### config.mk
export PLATFORM = sky130hd
export DESIGN_NAME = stun_address_attribute_parser_core
export DESIGN_NICKNAME = d
export VERILOG_FILES = /design/src/rtl/core/sap_pkg.sv /design/src/rtl/core/sap_parser.sv /design/src/rtl/core/stun_address_attribute_parser_core.sv
export SDC_FILE = /design/constraint.sdc
export NUM_CORES = 1
export LEC_CHECK = 0
export ABC_AREA = 1
export BUFFER_PORTS_ARGS = -buffer_cell sky130_fd_sc_hd__buf_2
export CORE_MARGIN = 2
export CORE_UTILIZATION = 40
export DETAILED_ROUTE_END_ITERATION = 8
export HOLD_SLACK_MARGIN = 0.1
export PLACE_DENSITY = 0.69
export REMOVE_ABC_BUFFERS = 1
export SLEW_MARGIN = 20
export SYNTH_ARGS = -nofsm -noshare
export SYNTH_HDL_FRONTEND = slang
export SYNTH_SLANG_ARGS = --single-unit
### constraint.sdc
create_clock -name clock -period 11.9 [get_ports clock]
set_input_delay 0.595 -clock clock [delete_from_list [all_inputs] [get_ports clock]]
set_output_delay 0.595 -clock clock [all_outputs]
set_load 0.03 [all_outputs]
### src/rtl/core/sap_pkg.sv
package sap_pkg;

   localparam int unsigned HDR_BYTES      = 20;
   localparam int unsigned ATTR_HDR_BYTES = 4;
   localparam int unsigned ADDR_VALUE_LEN = 8;
   localparam int unsigned CAPTURE_FIRST  = 2;

   localparam logic [15:0] WANTED_RESET = 16'h0001;

   typedef enum logic [1:0] {
      PH_HEADER   = 2'd0,
      PH_ATTR_HDR = 2'd1,
      PH_ATTR_VAL = 2'd2
   } phase_type;

   typedef enum logic [1:0] {
      ST_OK           = 2'd0,
      ST_RUNT_PACKET  = 2'd1,
      ST_RUNT_ATTR    = 2'd2,
      ST_ATTR_OVERRUN = 2'd3
   } status_type;

   typedef struct packed {
      status_type  status;
      logic [15:0] msg_type;
      logic        length_short;
      logic        found;
      logic [15:0] port;
      logic [31:0] address;
   } result_type;

endpackage

### src/rtl/core/sap_parser.sv
module sap_parser #(
   parameter int unsigned MAX_PAYLOAD = 1024
) (
   input  logic                clock,
   input  logic                reset,
   input  logic                step,
   input  logic [7:0]          byte_value,
   input  logic                last_byte,
   input  logic [15:0]         wanted_attr_type,
   output sap_pkg::result_type result
);

   localparam int unsigned PosWidth = $clog2(MAX_PAYLOAD + 1);

   logic [PosWidth-1:0] pos_ff, pos_in;
   logic [15:0]         hdr_type_ff, hdr_type_in;
   logic [15:0]         adv_len_ff, adv_len_in;
   sap_pkg::phase_type  phase_ff, phase_in;
   logic [15:0]         cnt_ff, cnt_in;
   logic [15:0]         attr_type_ff, attr_type_in;
   logic [15:0]         attr_len_ff, attr_len_in;
   logic [47:0]         capture_ff, capture_in;
   logic                stopped_ff, stopped_in;
   logic                found_ff, found_in;
   logic [47:0]         port_addr_ff, port_addr_in;

   logic                finish;
   logic [16:0]         body_pos;
   logic [16:0]         body_len;
   logic [15:0]         cnt_inc;

   always_comb begin
      pos_in       = pos_ff;
      hdr_type_in  = hdr_type_ff;
      adv_len_in   = adv_len_ff;
      phase_in     = phase_ff;
      cnt_in       = cnt_ff;
      attr_type_in = attr_type_ff;
      attr_len_in  = attr_len_ff;
      capture_in   = capture_ff;
      stopped_in   = stopped_ff;
      found_in     = found_ff;
      port_addr_in = port_addr_ff;
      finish       = 1'b0;
      cnt_inc      = cnt_ff + 16'd1;
      body_pos     = 17'(pos_ff) - 17'(sap_pkg::HDR_BYTES);
      result       = '0;

      if (step) begin
         if (pos_ff < PosWidth'(MAX_PAYLOAD)) begin
            pos_in = pos_ff + PosWidth'(1);
            if (pos_ff < PosWidth'(sap_pkg::HDR_BYTES)) begin
               case (pos_ff)
                  PosWidth'(0): hdr_type_in = {byte_value, 8'h00};
                  PosWidth'(1): hdr_type_in = {hdr_type_ff[15:8], byte_value};
                  PosWidth'(2): adv_len_in  = {byte_value, 8'h00};
                  PosWidth'(3): adv_len_in  = {adv_len_ff[15:8], byte_value};
                  default: ;
               endcase
               if (pos_ff == PosWidth'(sap_pkg::HDR_BYTES - 1)) begin
                  phase_in = sap_pkg::PH_ATTR_HDR;
                  cnt_in   = '0;
               end
            end else if (body_pos < {1'b0, adv_len_ff} && !stopped_ff) begin
               if (phase_ff == sap_pkg::PH_ATTR_VAL) begin
                  if (cnt_ff >= 16'(sap_pkg::CAPTURE_FIRST) &&
                      cnt_ff < 16'(sap_pkg::ADDR_VALUE_LEN)) begin
                     capture_in = {capture_ff[39:0], byte_value};
                  end
                  cnt_in = cnt_inc;
                  if (cnt_inc >= attr_len_ff) begin
                     finish = 1'b1;
                  end
               end else begin
                  case (cnt_ff[1:0])
                     2'd0:    attr_type_in = {byte_value, 8'h00};
                     2'd1:    attr_type_in = {attr_type_ff[15:8], byte_value};
                     2'd2:    attr_len_in  = {byte_value, 8'h00};
                     default: attr_len_in  = {attr_len_ff[15:8], byte_value};
                  endcase
                  cnt_in = cnt_inc;
                  if (cnt_inc >= 16'(sap_pkg::ATTR_HDR_BYTES)) begin
                     capture_in = '0;
                     cnt_in     = '0;
                     if (attr_len_in == 16'd0) begin
                        finish = 1'b1;
                     end else begin
                        phase_in = sap_pkg::PH_ATTR_VAL;
                     end
                  end
               end
            end else begin
               stopped_in = 1'b1;
            end
         end

         if (finish) begin
            if (attr_type_in == wanted_attr_type &&
                attr_len_in == 16'(sap_pkg::ADDR_VALUE_LEN)) begin
               found_in     = 1'b1;
               port_addr_in = capture_in;
            end
            phase_in = sap_pkg::PH_ATTR_HDR;
            cnt_in   = '0;
         end
      end

      body_len = 17'(pos_in) - 17'(sap_pkg::HDR_BYTES);
      if (pos_in < PosWidth'(sap_pkg::HDR_BYTES)) begin
         result.status = sap_pkg::ST_RUNT_PACKET;
      end else begin
         result.msg_type     = hdr_type_in;
         result.length_short = {1'b0, adv_len_in} > body_len;
         if (phase_in == sap_pkg::PH_ATTR_VAL) begin
            result.status = sap_pkg::ST_ATTR_OVERRUN;
         end else if (phase_in == sap_pkg::PH_ATTR_HDR && cnt_in != 16'd0) begin
            result.status = sap_pkg::ST_RUNT_ATTR;
         end else begin
            result.status = sap_pkg::ST_OK;
         end
         if (found_in) begin
            result.found   = 1'b1;
            result.port    = port_addr_in[47:32];
            result.address = port_addr_in[31:0];
         end
      end

      if (step && last_byte) begin
         pos_in       = '0;
         hdr_type_in  = '0;
         adv_len_in   = '0;
         phase_in     = sap_pkg::PH_HEADER;
         cnt_in       = '0;
         attr_type_in = '0;
         attr_len_in  = '0;
         capture_in   = '0;
         stopped_in   = 1'b0;
         found_in     = 1'b0;
         port_addr_in = '0;
      end
   end

   always_ff @(posedge clock) begin
      if (reset) begin
         pos_ff       <= '0;
         hdr_type_ff  <= '0;
         adv_len_ff   <= '0;
         phase_ff     <= sap_pkg::PH_HEADER;
         cnt_ff       <= '0;
         attr_type_ff <= '0;
         attr_len_ff  <= '0;
         capture_ff   <= '0;
         stopped_ff   <= 1'b0;
         found_ff     <= 1'b0;
         port_addr_ff <= '0;
      end else begin
         pos_ff       <= pos_in;
         hdr_type_ff  <= hdr_type_in;
         adv_len_ff   <= adv_len_in;
         phase_ff     <= phase_in;
         cnt_ff       <= cnt_in;
         attr_type_ff <= attr_type_in;
         attr_len_ff  <= attr_len_in;
         capture_ff   <= capture_in;
         stopped_ff   <= stopped_in;
         found_ff     <= found_in;
         port_addr_ff <= port_addr_in;
      end
   end

endmodule

### src/rtl/core/stun_address_attribute_parser_core.sv
// STUN reply parser: pulls the mapped (or changed) IPv4 address out of a reply.
// req_*: one payload byte per transfer in wire order, req_tlast on the final
// byte. Each transfer is registered in the input register, then parsed from there.
// rsp_*: one result per packet, produced by the byte carrying req_tlast. The
// result is registered from the parser when that byte leaves the input register,
// and is then shown on rsp_tvalid.
// Throughput is one byte per cycle unless a final byte waits on a result; the
// parse state is updated once per byte, so the parser never holds the input register.
// csr_*: write of the wanted attribute type (reset value 1); always ready. The
// user must write it only between packets; the block does not enforce this.
// Reset (synchronous) drops any byte in flight and any waiting result and
// returns the parser to the start of a packet; the wanted type returns to 1.
// Stall: a waiting result blocks only the next final byte. Ordinary bytes keep
// flowing; a final byte waits in the input register with req_tready low until
// rsp_tready takes the earlier result.
// Bytes beyond MAX_PAYLOAD in a packet are dropped, but their req_tlast still
// ends the packet.
module stun_address_attribute_parser_core #(
   parameter int unsigned MAX_PAYLOAD = 1024
) (
   input  logic        clock,
   input  logic        reset,
   input  logic        req_tvalid,
   output logic        req_tready,
   input  logic [7:0]  req_tdata,   // byte_value
   input  logic        req_tlast,   // last_byte
   output logic        rsp_tvalid,
   input  logic        rsp_tready,
   output logic [71:0] rsp_tdata,   // status, msg_type, length_short, found, port, address
   input  logic        csr_valid,
   output logic        csr_ready,
   input  logic [15:0] csr_data     // wanted_attr_type
);

   logic                in_valid_ff, in_valid_in;
   logic [7:0]          in_byte_ff;
   logic                in_last_ff;
   logic                rsp_valid_ff, rsp_valid_in;
   sap_pkg::result_type rsp_data_ff;
   logic [15:0]         wanted_ff;
   logic                advance;
   sap_pkg::result_type result;

   assign advance    = in_valid_ff && (!in_last_ff || !rsp_valid_ff || rsp_tready);
   assign req_tready = !in_valid_ff || advance;
   assign csr_ready  = 1'b1;

   always_comb begin
      in_valid_in  = in_valid_ff;
      rsp_valid_in = rsp_valid_ff;
      if (req_tready) begin
         in_valid_in = req_tvalid;
      end
      if (rsp_tready) begin
         rsp_valid_in = 1'b0;
      end
      if (advance && in_last_ff) begin
         rsp_valid_in = 1'b1;
      end
   end

   sap_parser #(
      .MAX_PAYLOAD(MAX_PAYLOAD)
   ) u_parser (
      .clock           (clock),
      .reset           (reset),
      .step            (advance),
      .byte_value      (in_byte_ff),
      .last_byte       (in_last_ff),
      .wanted_attr_type(wanted_ff),
      .result          (result)
   );

   always_ff @(posedge clock) begin
      if (reset) begin
         in_valid_ff  <= 1'b0;
         rsp_valid_ff <= 1'b0;
         wanted_ff    <= sap_pkg::WANTED_RESET;
      end else begin
         in_valid_ff  <= in_valid_in;
         rsp_valid_ff <= rsp_valid_in;
         if (csr_valid && csr_ready) begin
            wanted_ff <= csr_data;
         end
      end
   end

   always_ff @(posedge clock) begin
      if (req_tready) begin
         in_byte_ff <= req_tdata;
         in_last_ff <= req_tlast;
      end
      if (advance && in_last_ff) begin
         rsp_data_ff <= result;
      end
   end

   assign rsp_tvalid = rsp_valid_ff;
   assign rsp_tdata  = {4'b0000, rsp_data_ff.address, rsp_data_ff.port, rsp_data_ff.found,
                        rsp_data_ff.length_short, rsp_data_ff.msg_type,
                        rsp_data_ff.status};

   a_final_byte_reports: assert property (@(posedge clock) disable iff (reset)
      advance && in_last_ff |=> rsp_tvalid)
      else $error("final byte did not produce a result");

   a_stalled_final_waits: assert property (@(posedge clock) disable iff (reset)
      in_valid_ff && in_last_ff && rsp_valid_ff && !rsp_tready |-> !req_tready && !advance)
      else $error("final byte parsed over a waiting result");

   a_no_match_zero: assert property (@(posedge clock) disable iff (reset)
      rsp_tvalid && !rsp_data_ff.found |->
         rsp_data_ff.port == 16'd0 && rsp_data_ff.address == 32'd0)
      else $error("address reported without a match");

   a_runt_clean: assert property (@(posedge clock) disable iff (reset)
      rsp_tvalid && rsp_data_ff.status == sap_pkg::ST_RUNT_PACKET |->
         rsp_data_ff.msg_type == 16'd0 && !rsp_data_ff.found &&
         !rsp_data_ff.length_short)
      else $error("runt packet reported header fields");

endmodule
==> results.json <==
{
  "status": "finished, final reports clean",
  "layout.nets": 2438,
  "clockBufferDepth": 3,
  "rrSetupSlack_ns": 6.09,
  "antennaDiodeCount": 0,
  "core_region_area_sq_um": 39500,
  "cts_resized": 0,
  "routabilityCongestion": 0.914,
  "slowest_delay_ns": 0.69,
  "syn_to_final_growth_pct": 11.7,
  "fp-row-count": 73,
  "min_path_type": "in2reg",
  "max_freq_mhz": 172,
  "ant_nets": 0,
  "drc_errors": 0,
  "synth_cell_types": 47,
  "grt_usage": 0.206,
  "setup_viol": 0,
  "place_hpwl_um": 28600,
  "synthMostInstantiatedCell": "nand2_1",
  "synthSimpleGateAreaFrac": 0.265,
  "synth-seq-cells": 286,
  "dr_wl_met2_um": 19600,
  "grt_pass1_wl_um": 70000,
  "viasPerCell": 5.14,
  "crit_top_cell": "nand2_1",
  "cts_buffers": 35,
  "place_area_sq_um": 16700,
  "synth_top_family_by_area": "simple AND/OR/NAND/NOR gates",
  "drv_cap": 0,
  "cpLargestDelayFamily": "simple AND/OR/NAND/NOR gates",
  "overflow": 0,
  "cts_tree": "built",
  "peakVddDrop_uv": 104,
  "synth_edf_count": 77,
  "start_kind": "flip-flop",
  "hold_viol": 0,
  "crit_required_ns": 12.16,
  "drive_above_1_share": 0.0884,
  "synth_mux_area_frac": 0,
  "min_path_cells": 1,
  "synth_xor_area_frac": 0.0104,
  "synth_top_area_frac": 0.262,
  "skew_ns": 0.0211,
  "period_share": 0.488,
  "netlist_top_cells_area": "dfxtp_1 26%, edfxtp_1 14%, nand2_1 13%, o21ai_0 7.3%, inv_1 7.2%",
  "syn-cell-area_sq_um": 16000,
  "p_leak_nw": 8.12,
  "critPathCaptureType": "flip-flop",
  "clkTransAtPathRegs_ns": 0.06,
  "syn_area_per_cell_sq_um": 6.87,
  "yosysTopAreaCell": "dfxtp_1",
  "port_buffers": 99,
  "rsz0062_at_grt": "no",
  "dp_cells": 2836,
  "die_h_um": 204,
  "ys_async_sr_fraction": 0,
  "die_w_um": 204,
  "worst_pin_slew_ns": 1.00,
  "r2r-start": "u_parser.pos_ff[2]",
  "avgRoutedWirePerCell_um": 14.9,
  "final_cells": 2900,
  "met1_length_um": 19400,
  "hold_end": "in_byte_ff[5]",
  "clockRootBuffer": "clkbuf_16",
  "drt-total-wl_um": 43200,
  "slew_viol_final": 0,
  "fin_crit_ns": 5.81,
  "reg2regPathDepth": 25,
  "cp.arrival_ns": 6.07,
  "p_per_area_nw_per_um2": 128,
  "fin_setup_tns_ns": 0,
  "yosysSeqAreaShare": 0.407,
  "start_util": 0.404,
  "cts_setup_buffers": 0,
  "path_class": "reg2reg",
  "synthAdderAreaFrac": 0.0470,
  "die_area_sq_um": 41500,
  "synth_compound_area_frac": 0.159,
  "path_buf_inv": 3,
  "grt_max_degree": 110,
  "r2r-end": "rsp_tdata[67]",
  "grt_pass1_vias": 13900,
  "route.top_layer_used": "met4",
  "clock_latency_ns": 0.54,
  "syn_inst": 2324,
  "cp_slowest_cell": "inv_2",
  "drt_first_pass_iters": 8,
  "wl_met3_um": 3060,
  "relSlewSlack": 0.333,
  "finalInstanceArea_sq_um": 17800,
  "cts_sinks": 286,
  "drt_iter0_markers": 1319,
  "final_core_utilization": 0.451,
  "crit_fanout": 49,
  "htreeDepth": 2,
  "hold_start": "req_tdata[5]",
  "ys.warnings.count": 0,
  "num_vias": 14900,
  "antenna_found_initial": 0,
  "io_pins": 105,
  "synth_ff_type": "dfxtp_1",
  "cts_hold_buf": 0,
  "yosys-top-cells-count": "554 x nand2_1, 305 x inv_1, 293 x nor2_1"
}
-- worst max-delay path by stage --
| stage | slack [ns] | depth (start not counted) | to | startpoint |
|---|---|---|---|---|
| after floorplan | 4.44 | 9 | u_parser.attr_type_ff[11] | rsp_tready |
| after detailed placement | 6.22 | 25 | rsp_tdata[58] | u_parser.pos_ff[2] |
| after CTS | 6.18 | 25 | rsp_tdata[67] | u_parser.pos_ff[2] |
| final | 6.09 | 25 | rsp_tdata[67] | u_parser.pos_ff[2] |
| after global placement | 5.97 | 24 | rsp_tdata[60] | u_parser.pos_ff[2] |
| after global routing | 5.66 | 25 | rsp_tdata[48] | u_parser.pos_ff[2] |
-- through the flow --
stage	hold slack (ns)	setup WS (ns)	power, W
after global placement	0.443	5.97	0.00123
final	0.238	6.09	0.00228
after floorplan	0.436	4.44	0.00118
after CTS	0.214	6.18	0.00231
after global routing	0.220	5.66	0.00237
after detailed placement	0.447	6.22	0.00124
-- flip-flops by register name, summed over array words and instances, names as in the netlist --
register,cells
u_parser.stopped_ff,1
u_parser.attr_type_ff,16
u_parser.phase_ff,2
u_parser.attr_len_ff,16
u_parser.hdr_type_ff,16
in_byte_ff,8
u_parser.capture_ff,48
u_parser.cnt_ff,16
u_parser.found_ff,1
in_last_ff,1
u_parser.pos_ff,11
rsp_tvalid,1
u_parser.adv_len_ff,16
rsp_tdata,68
wanted_ff,16
in_valid_ff,1
u_parser.port_addr_ff,48
-- routing by layer --
metal	GRT usage	vias to the layer above
met5	0	-
met4	0.0665	0
met3	0.0320	85
met2	0.340	517
met1	0.277	6816
li1	-	7496
-- logic make-up after synthesis --
group | Yosys count
AND/OR/NAND/NOR | 1028
adder cells (fa/ha/maj) | 60
other | 2
buffers and inverters | 442
XOR/XNOR | 19
AO/OA/AOI/OAI | 487
flip-flops | 286
-- worst register-to-register path, delay by kind of cell (launching register included) --
kind	cells	cell delay (ns)
and+or+nand+nor	20	3.51
DFF	1	0.40
buffers and inverters	3	1.08
adders and majority gates	2	0.55
-- power by group --
part | switching (W) | internal, W
Sequential | 0.0000269 | 0.00103
Clock | 0.000429 | 0.000638
Combinational | 0.000116 | 0.0000482
Total | 0.000571 | 0.00171
-- area by class of cell --
class                           count  area (sq um)
Clock inverter                     17           183
Fill cell                        3949         21700
Clock buffer                       47           961
Timing Repair Buffer              111           598
Tap cell                          525           657
Sequential cell                   286          6500
Multi-Input combinational cell   1599          7750
Inverter                          315          1180
-- placed cells by master (no fill, tap or decap), drive strengths merged, types with 15 or more instances in the layout --
cell and n:
nand2 560, inv 314, nor2 302, o21ai 246
dfxtp 209, a21oi 194, nand3 127, buf 111
edfxtp 77, ha 60, clkbuf 47, a22oi 20
xor2 15
Power figures use the tool's default switching activity.
